===== config.mk =====
export PLATFORM = sky130hd
export DESIGN_NAME = nwc_ctrl
export DESIGN_NICKNAME = d
export VERILOG_FILES = /design/src/rtl/nwc_pkg.sv /design/src/rtl/nwc_ctrl.sv
export SDC_FILE = /design/constraint.sdc
export NUM_CORES = 1
export LEC_CHECK = 0
export BUFFER_PORTS_ARGS = -buffer_cell sky130_fd_sc_hd__buf_2
export CAP_MARGIN = 5
export CELL_PAD_IN_SITES_DETAIL_PLACEMENT = 0
export CELL_PAD_IN_SITES_GLOBAL_PLACEMENT = 1
export CORE_MARGIN = 5
export CORE_UTILIZATION = 39
export DETAILED_ROUTE_END_ITERATION = 12
export GPL_TIMING_DRIVEN = 0
export PLACE_DENSITY_LB_ADDON = 0.1
export SLEW_MARGIN = 20
export SYNTH_ARGS = -nofsm -noshare
export SYNTH_HDL_FRONTEND = slang
export SYNTH_SLANG_ARGS = --single-unit

===== constraint.sdc =====
create_clock -name clk_i -period 1.6 [get_ports clk_i]
set_input_delay 0.08 -clock clk_i [delete_from_list [all_inputs] [get_ports clk_i]]
set_output_delay 0.08 -clock clk_i [all_outputs]
set_load 0.02 [all_outputs]

===== src/rtl/nwc_pkg.sv =====
// nwc_pkg: shared types and constants for the nngp whiten/color block
// command and status structs between controller and datapath
package nwc_pkg;

  localparam int unsigned IdxW   = 12;
  localparam int unsigned ValW   = 32;
  localparam int unsigned SumW   = 64;
  localparam int unsigned RootW  = 24;
  localparam int unsigned StatW  = 2;
  localparam int unsigned CntW   = 6;

  localparam logic [StatW-1:0] StatOk      = 2'd0;
  localparam logic [StatW-1:0] StatSat     = 2'd1;
  localparam logic [StatW-1:0] StatZeroVar = 2'd2;

  localparam logic [CntW-1:0] SqrtIters = CntW'(RootW - 1);
  localparam logic [CntW-1:0] DivIters  = CntW'(SumW - 1);

  localparam logic DirWhiten = 1'b0;
  localparam logic DirColor  = 1'b1;

  typedef struct packed {
    logic load;
    logic mul_term;
    logic acc_term;
    logic sqrt_init;
    logic sqrt_step;
    logic div_init;
    logic div_step;
    logic mul_col;
    logic acc_col;
    logic finish;
  } nwc_cmd_t;

  typedef struct packed {
    logic has_term;
    logic last_term;
    logic zero_var;
    logic out_free;
    logic dir;
  } nwc_stat_t;

endpackage


===== src/rtl/nwc_ctrl.sv =====
// nwc_ctrl: sequencer for term accumulation, square root, divide and finish
// depends on nwc_pkg
module nwc_ctrl
  import nwc_pkg::*;
(
  input  logic      clk_i,
  input  logic      rst_ni,
  input  logic      in_valid_i,
  output logic      in_stall_o,
  input  nwc_stat_t stat_i,
  output nwc_cmd_t  cmd_o
);

  typedef enum logic [3:0] {
    StIdle, StRead, StMul, StAcc, StChk, StSqrt, StDivInit, StDiv,
    StColMul, StColAcc, StFin
  } state_e;

  state_e          state_q;
  logic [CntW-1:0] cnt_q;

  always_ff @(posedge clk_i or negedge rst_ni) begin
    if (!rst_ni) begin
      state_q <= StIdle;
      cnt_q   <= '0;
    end else begin
      unique case (state_q)
        StIdle: begin
          if (in_valid_i) state_q <= StRead;
        end
        StRead: begin
          state_q <= stat_i.has_term ? StMul : StChk;
        end
        StMul: state_q <= StAcc;
        StAcc: state_q <= StChk;
        StChk: begin
          priority if (!stat_i.last_term) begin
            state_q <= StIdle;
          end else if (stat_i.zero_var) begin
            state_q <= StFin;
          end else begin
            state_q <= StSqrt;
            cnt_q   <= SqrtIters;
          end
        end
        StSqrt: begin
          if (cnt_q == '0) begin
            state_q <= (stat_i.dir == DirColor) ? StColMul : StDivInit;
          end else begin
            cnt_q <= cnt_q - 1'b1;
          end
        end
        StDivInit: begin
          state_q <= StDiv;
          cnt_q   <= DivIters;
        end
        StDiv: begin
          if (cnt_q == '0) state_q <= StFin;
          else cnt_q <= cnt_q - 1'b1;
        end
        StColMul: state_q <= StColAcc;
        StColAcc: state_q <= StFin;
        StFin: begin
          if (stat_i.out_free) state_q <= StIdle;
        end
        default: state_q <= StIdle;
      endcase
    end
  end

  assign in_stall_o = (state_q != StIdle);

  always_comb begin
    cmd_o           = '0;
    cmd_o.load      = (state_q == StIdle) && in_valid_i;
    cmd_o.mul_term  = (state_q == StMul);
    cmd_o.acc_term  = (state_q == StAcc);
    cmd_o.sqrt_init = (state_q == StChk) && stat_i.last_term && !stat_i.zero_var;
    cmd_o.sqrt_step = (state_q == StSqrt);
    cmd_o.div_init  = (state_q == StDivInit);
    cmd_o.div_step  = (state_q == StDiv);
    cmd_o.mul_col   = (state_q == StColMul);
    cmd_o.acc_col   = (state_q == StColAcc);
    cmd_o.finish    = (state_q == StFin) && stat_i.out_free;
  end

endmodule


==> After elaboration in Yosys (flattened, before gate mapping) <==
Index checks and enable logic that the tools add are counted.
{ "word_totals": {"ff_bits": 10, "input_bits": 8, "out_inout_bits": 11} }
{ "classes": {"n_addsub": 1, "eq_ne": 17, "muxes": 13, "reduce_logical": 12} }
{ "op_table": {"columns": ["operator", "n"], "rows": [
  ["4-bit case mux with 11 select lines", 1],
  ["4-bit 2-to-1 mux", 7],
  ["6-bit 2-to-1 mux", 3],
  ["6-bit case mux with 3 select lines", 1],
  ["4-bit by 3-bit equality test with 1-bit output (second input constant)", 4],
  ["4-bit equality test (second input constant)", 3],
  ["2-bit inequality test (second input constant)", 5],
  ["4-bit by 2-bit equality test with 1-bit output (second input constant)", 2],
  ["4-bit AND reduction", 2],
  ["6-bit logical NOT", 1],
  ["6-bit by 1-bit subtractor with 6-bit output (second input constant)", 1],
  ["4-bit by 1-bit equality test with 1-bit output (second input constant)", 1],
  ["1-bit logical AND", 4],
  ["4-bit logical NOT", 1],
  ["2-bit by 1-bit inequality test with 1-bit output (second input constant)", 2],
  ["4-bit nonzero test", 1],
  ["3-bit 2-to-1 mux", 1],
  ["3-bit nonzero test", 1],
  ["2-bit OR reduction", 1],
  ["1-bit logical NOT", 1]
]} }

==> Longest topological paths before layout <==
Gate-level depths: netlist (run 1).
{ "logic_depth": {"word_depth": 4, "mapped_depth": 7, "depth_no_buf": 7} }

==> Worst setup path after synthesis (run 1) <==
No wires, ideal clock.
{ "synth_path": {"path_type": "flip-flop to flip-flop", "from": "register state_q[2]", "to": "register state_q[3]", "setup_ns": 0.101, "t_arrival_ns": 1.319, "slack_ns": 0.180, "stages_incl_launch_ff": 6, "n_path_buf": 1, "path_cell_list": "dfrtp_1 buf_2 nand2b_2 nor3_2 a211oi_2 o32ai_1"} }
{ "synth_rtl": {"columns": ["element", "line_no", "source"], "rows": [
  ["start: declaration", "nwc_ctrl.sv:19", "state_e state_q;"],
  ["start signal: assignment", "nwc_ctrl.sv:24", "state_q <= StIdle;"],
  ["start signal: assignment", "nwc_ctrl.sv:29", "if (in_valid_i) state_q <= StRead;"],
  ["start signal: assignment", "nwc_ctrl.sv:32", "state_q <= stat_i.has_term ? StMul : StChk;"]
]} }

==> flow_metrics.tcl, run 1 <==
set metrics [dict create \
    syn_inst 96 \
    hold_viol 0 \
    postRouteAntennaNets 0 \
    cts_tree "yes" \
    fillCellCount 213 \
    skew_ns 0.008533 \
    synth_top_area_share_pct 29.63 \
    place_area_um2 968.4 \
    slew_viol_final 0 \
    synth-seq-cells 10 \
    die_h_um 56.54 \
    ys.warnings.count 0 \
    drtIter0Drc 22 \
    cts-root-buf "clkbuf_4" \
    synth.distinct_cells 40 \
    clock_latency_ns 0.26 \
    rsz0062_at_grt "no" \
    ir_drop_mv 0.9792 \
    avgViaCountPerCell 5.407 \
    hp-class "input port to flop" \
    synth.most_common_cell "dfrtp_1" \
    grt_antenna_before_repair 0 \
    status "finished clean" \
    p_leak_nw 0.4826 \
    ys_top_cells_by_count "dfrtp_1, nor2_1, inv_1, o21ai_0" \
    grt_max_degree 11 \
    fmax_ghz 0.6510 \
    synth.area.top_cells "dfrtp_1, o21ai_0, o21ai_1, nor2_1, inv_1" \
    cp_top_family "flip-flops" \
    syn-num-nets 106 \
    crit_chain "buf_6 > nand2b_2 > nor3_1 > buf_2" \
    grt_usage_pct 13.23 \
    layout_setup_ws_ns 0.06390 \
    hpwl_um 1499 \
    num_rows 16 \
    max_slew_margin_pct 80.78 \
    grt.overflow.total 0 \
    crit_path_end_kind "output pin" \
    gp_congestion 0.8063 \
    yosysTopAreaCell "dfrtp_1" \
    core_um2 2022 \
    slowest_stage "dfrtp_2" \
    grt_pass1_vias 718 \
    tns_ns 0 \
    numPortBuffers 18 \
    final_core_util_pct 51.61 \
    fin_crit_ns 1.536 \
    slowest_delay_ns 0.46 \
    post_drt_wl_per_cell_um 13.50 \
    path_class "flop to output pin" \
    power.density_nw_per_um2 1831 \
    start_kind "flop" \
    setup_viol 0 \
    arrival_ns 1.46 \
    totalWireLength_um 1957 \
    drc_errors 0 \
    cap_violations 0 \
    min_period_over_period_pct 96.01 \
    crit_buf_inv 2 \
    ys.flop_type "dfrtp_1" \
    fin_area_um2 1044 \
    grt_first_pass_wirelength_um 3325 \
    cts_sinks 10 \
    worst_hold_slack_ns 0.03902 \
    vias 784 \
    required_ns 1.52 \
    crit_fanout 10 \
    drive_above_1_share_pct 38.14 \
    dieArea_um2 3196 \
    clkTransAtPathRegs_ns 0.06 \
    synthArstFlopShare_pct 100.0 \
    syn_avg_cell_area_um2 8.798 \
    synth_edf_count 0 \
    insertedDiodeCount 0 \
    synth_seq_area_share_pct 29.63 \
    cts-htree-levels 1 \
    syn_to_final_growth_pct 23.56 \
    place_ws_ns 0.09880 \
    cts_buffer_depth 2 \
    io_pins 19 \
    numCtsBuffers 3 \
    netlist_area_um2 844.6 \
    nets 130 \
    die_x_um 56.54 \
    drtPass1Iterations 4 \
    start_util_pct 41.77 \
    worst_slew_pin_slew_ns 0.2883 \
]
## per-layer routing
| metal | track usage (%) | vias to the layer above | share of wire, % |
|---|---|---|---|
| li1 | - | 392 | - |
| met1 | 20.06 | 376 | 51 |
| met2 | 17.33 | 16 | 44 |
| met3 | 5.505 | 0 | 5.2 |
| met4 | 2.034 | 0 | 0 |
| met5 | 0 | - | 0 |
## cells in the final DEF (no fill, tap or decap), types with 2 or more instances in the layout
cell,n
buf_2,16
dfrtp_1,9
nor2_1,8
inv_1,7
o21ai_0,7
nand2_1,6
o21ai_1,6
clkbuf_4,4
buf_4,4
and3_1,3
nor3_1,3
a21oi_1,3
nand2b_4,2
nand2b_1,2
and2_1,2
nor2_4,2
nor2b_1,2
a31oi_1,2
o31ai_2,2
nand3_1,2
## final timing paths
check	start	end	slack (ns)	cells after the start
setup / recovery	state_q[0]	cmd_o[0]	0.06	4
hold reg to reg	cnt_q[0]	cnt_q[0]	0.53	1
hold / removal	stat_i[1]	state_q[3]	0.04	2
setup reg to reg	state_q[1]	state_q[3]	0.08	6
min in group asynchronous	rst_ni	cnt_q[5]	0.21	2
max in group asynchronous	rst_ni	state_q[0]	1.18	2
## sequential cells by signal, indices dropped and copies added, names as in the netlist
name / cells
cnt_q: 6
state_q: 4
## area by class of cell
| cell class | count | area, µm² | share of cell area [%] |
|---|---|---|---|
| multi-input combinational | 75 | 570.5 | 54.68 |
| sequential | 10 | 251.5 | 24.10 |
| timing repair buffer | 19 | 105.1 | 10.07 |
| buffer | 4 | 33.78 | 3.237 |
| tap | 27 | 33.78 | 3.237 |
| inverter | 7 | 26.28 | 2.518 |
| clock buffer | 3 | 22.52 | 2.158 |
## repair_timing
| item | 4_1_cts | 5_1_grt |
|---|---|---|
| hold endpoints to repair | 10 | 0 |
| gates resized for setup | 0 | 10 |
| hold buffers | 1 | 0 |
| setup buffers | 0 | 0 |
| setup endpoints to repair | 0 | 5 |
## through the flow
stage	power [mW]	cells
floorplan	1.416	96
global placement	1.671	141
detailed placement	1.680	141
CTS	1.858	145
global route	2.086	145
finish	1.911	145
## cell families (layout without fill, tap and decap cells)
kind of cell             after synthesis  after routing  synth area share [%]
AND/OR/NAND/NOR                       40             40                 29.48
buffers and inverters                 11             33                 6.814
flip-flops                            10             10                 29.63
AO/OA/AOI/OAI                         32             32                 29.93
multiplexers                           1              1                 1.185
adder cells (fa/ha/maj)                2              2                 2.962
## power by group
group | leakage [nW] | total, mW | internal (mW) | switching (mW)
clock | 0.0138 | 0.167 | 0.0866 | 0.0802
sequential | 0.121 | 0.514 | 0.370 | 0.144
combinational | 0.348 | 1.23 | 0.517 | 0.713
total | 0.483 | 1.91 | 0.974 | 0.937
Note: power is estimated with default switching activity, not from simulation.
==> run 2, diff against run 1 <==
--- a/config.mk
+++ b/config.mk
@@ -13,6 +13,7 @@
 export CORE_UTILIZATION = 39
 export DETAILED_ROUTE_END_ITERATION = 12
 export GPL_TIMING_DRIVEN = 0
+export HOLD_SLACK_MARGIN = 0.06
 export PLACE_DENSITY_LB_ADDON = 0.1
 export SLEW_MARGIN = 20
 export SYNTH_ARGS = -nofsm -noshare
==> run 2 against run 1 <==
  * Wire length rose by 0.36%
  * Power grew 0.10%
  * Worst setup slack improved by 0.0011 ns
  * Critical path depth is the same
  * Sequential power about the same
  * Core utilization is 0.50 points higher
  * Count of clock-buffer cells in the layout did not move
  * Global-route usage barely moved
  * Non-clock buffer count grew 1
  * Critical endpoint unchanged
  * Largest cell class unchanged
==> flow_metrics.tcl, run 2 (synthesis gave the netlist of run 1 again) <==
set metrics [dict create \
    reg2regPathDepth 6 \
    worst_slew_pin_slew_ns 0.2883 \
    fin_area_um2 1054 \
    grt.met3_usage_pct 5.505 \
    cts_buffer_depth 2 \
    hpwl_um 1499 \
    holdCritStartpoint "stat_i[0]" \
    start_kind "flop" \
    r2r_end "state_q[3]" \
    avgViaCountPerCell 5.377 \
    regToRegStartpoint "state_q[1]" \
    crit_end "cmd_o[0]" \
    grt_first_pass_wirelength_um 3339 \
    nets 131 \
    grt_max_degree 11 \
    clkTransAtPathRegs_ns 0.06 \
    skew_ns 0.008972 \
    max_slew_margin_pct 80.78 \
    insertedDiodeCount 0 \
    hp-class "input port to flop" \
    power.density_nw_per_um2 1816 \
    ir_drop_mv 0.9780 \
    fin_crit_ns 1.535 \
    crit_chain "buf_6 > nand2b_2 > nor3_1 > buf_2" \
    clock_latency_ns 0.26 \
    setup_viol 0 \
    required_ns 1.52 \
    grt.busiest_layer "met1" \
    slowest_stage "dfrtp_2" \
    crit_path_end_kind "output pin" \
    drtIter0Drc 19 \
    grt_antenna_before_repair 0 \
    die_h_um 56.54 \
    cts-htree-levels 1 \
    cts-root-buf "clkbuf_4" \
    gp_congestion 0.8063 \
    place_area_um2 968.4 \
    rsz0062_at_grt "no" \
    start_util_pct 41.77 \
    grt_usage_pct 13.28 \
    pwr-share-comb_pct 64.4 \
    io_pins 19 \
    die_x_um 56.54 \
    switching_share_pct 49.01 \
    p_leak_nw 0.4868 \
    min_period_over_period_pct 95.94 \
    post_drt_wl_per_cell_um 13.45 \
    slowest_delay_ns 0.46 \
    crit_start "state_q[0]" \
    design_power_total_mw 1.913 \
    grt_use_met2_pct 17.33 \
    dieArea_um2 3196 \
    tns_ns 0 \
    totalWireLength_um 1964 \
    clockPowerShare_pct 8.7 \
    power_frac_seq_pct 26.9 \
    postRouteAntennaNets 0 \
    drtPass1Iterations 4 \
    gr-usage-met1_pct 20.19 \
    num_rows 16 \
    reg_top3 "cnt_q (6), state_q (4)" \
    slew_viol_final 0 \
    drc_errors 0 \
    grt.overflow.total 0 \
    arrival_ns 1.46 \
    path_class "flop to output pin" \
    largest_reg_flops 6 \
    mostFrequentLayoutCells "buf_2, dfrtp_1, nor2_1, inv_1, o21ai_0" \
    vias 785 \
    numCtsBuffers 3 \
    cts_sinks 10 \
    crit_fanout 10 \
    status "finished clean" \
    p_int_mw 0.9752 \
    grt_pass1_vias 721 \
    hold_viol 0 \
    top_register "cnt_q" \
    fmax_ghz 0.6515 \
    drive_above_1_share_pct 37.82 \
    power_switching_mw 0.9375 \
    numPortBuffers 18 \
    core_um2 2022 \
    cts_tree "yes" \
    post_cts_buffers 0 \
    r2r_setup_slack_ns 0.08 \
    syn_to_final_growth_pct 24.74 \
    layout_commonest_cell "buf_2" \
    cap_violations 0 \
]
-- run 2: worst min path at each step --
stage	endpoint	slack (ns)	cells after the start
after floorplan	cnt_q[0]	-0.22	0
after global placement	cnt_q[5]	-0.04	1
after detailed placement	cnt_q[4]	-0.04	1
after CTS	state_q[3]	0.14	3
after global routing	state_q[3]	0.15	3
final	state_q[3]	0.15	3
-- run 2: critical path: cells and delay by family (launching register included) --
family	cells	cell delay (ns)
flip-flops	1	0.46
AND/OR/NAND/NOR	2	0.36
buffers and inverters	2	0.36
-- run 2: layout make-up --
cell class | count | area (µm²)
well taps | 27 | 33.78
flip-flops and latches | 10 | 251.5
clock buffers | 3 | 22.52
plain buffers | 4 | 33.78
repair buffers | 20 | 115.1
multi-input cells | 75 | 570.5
fillers | 212 | 968.4
inverters | 7 | 26.28
-- run 2: routing by layer --
layer	up-vias	wire length [µm]
met3	0	103
met5	-	0
met1	375	1001
met4	0	0
li1	394	-
met2	16	859
-- run 2: what timing repair did --
action                     CTS  global route
resized for setup            0            10
setup endpoints to repair    0             5
hold endpoints to repair    11             0
hold buffers                 2             0
-- run 2: metrics by stage --
step | instances | hold slack, ns | util [%] | worst slack, ns
2_1_floorplan | 96 | -0.2156 | - | 0.1803
3_3_place_gp | 141 | -0.04394 | 47.90 | 0.09958
3_5_place_dp | 141 | -0.04185 | 47.90 | 0.09880
4_1_cts | 146 | 0.1437 | 50.00 | 0.008782
5_1_grt | 146 | 0.1492 | 52.10 | 0.0006176
6_report | 146 | 0.1477 | 52.10 | 0.06500
-- run 2: power groups by stage --
| stage | clock (mW) | combinational, mW | sequential (mW) |
|---|---|---|---|
| 3_5_place_dp | 0 | 1.17 | 0.508 |
| 4_1_cts | 0.176 | 1.18 | 0.505 |
| 5_1_grt | 0.192 | 1.36 | 0.536 |
| 2_1_floorplan | 0 | 0.935 | 0.481 |
| 6_report | 0.166 | 1.23 | 0.514 |
| 3_3_place_gp | 0 | 1.16 | 0.509 |
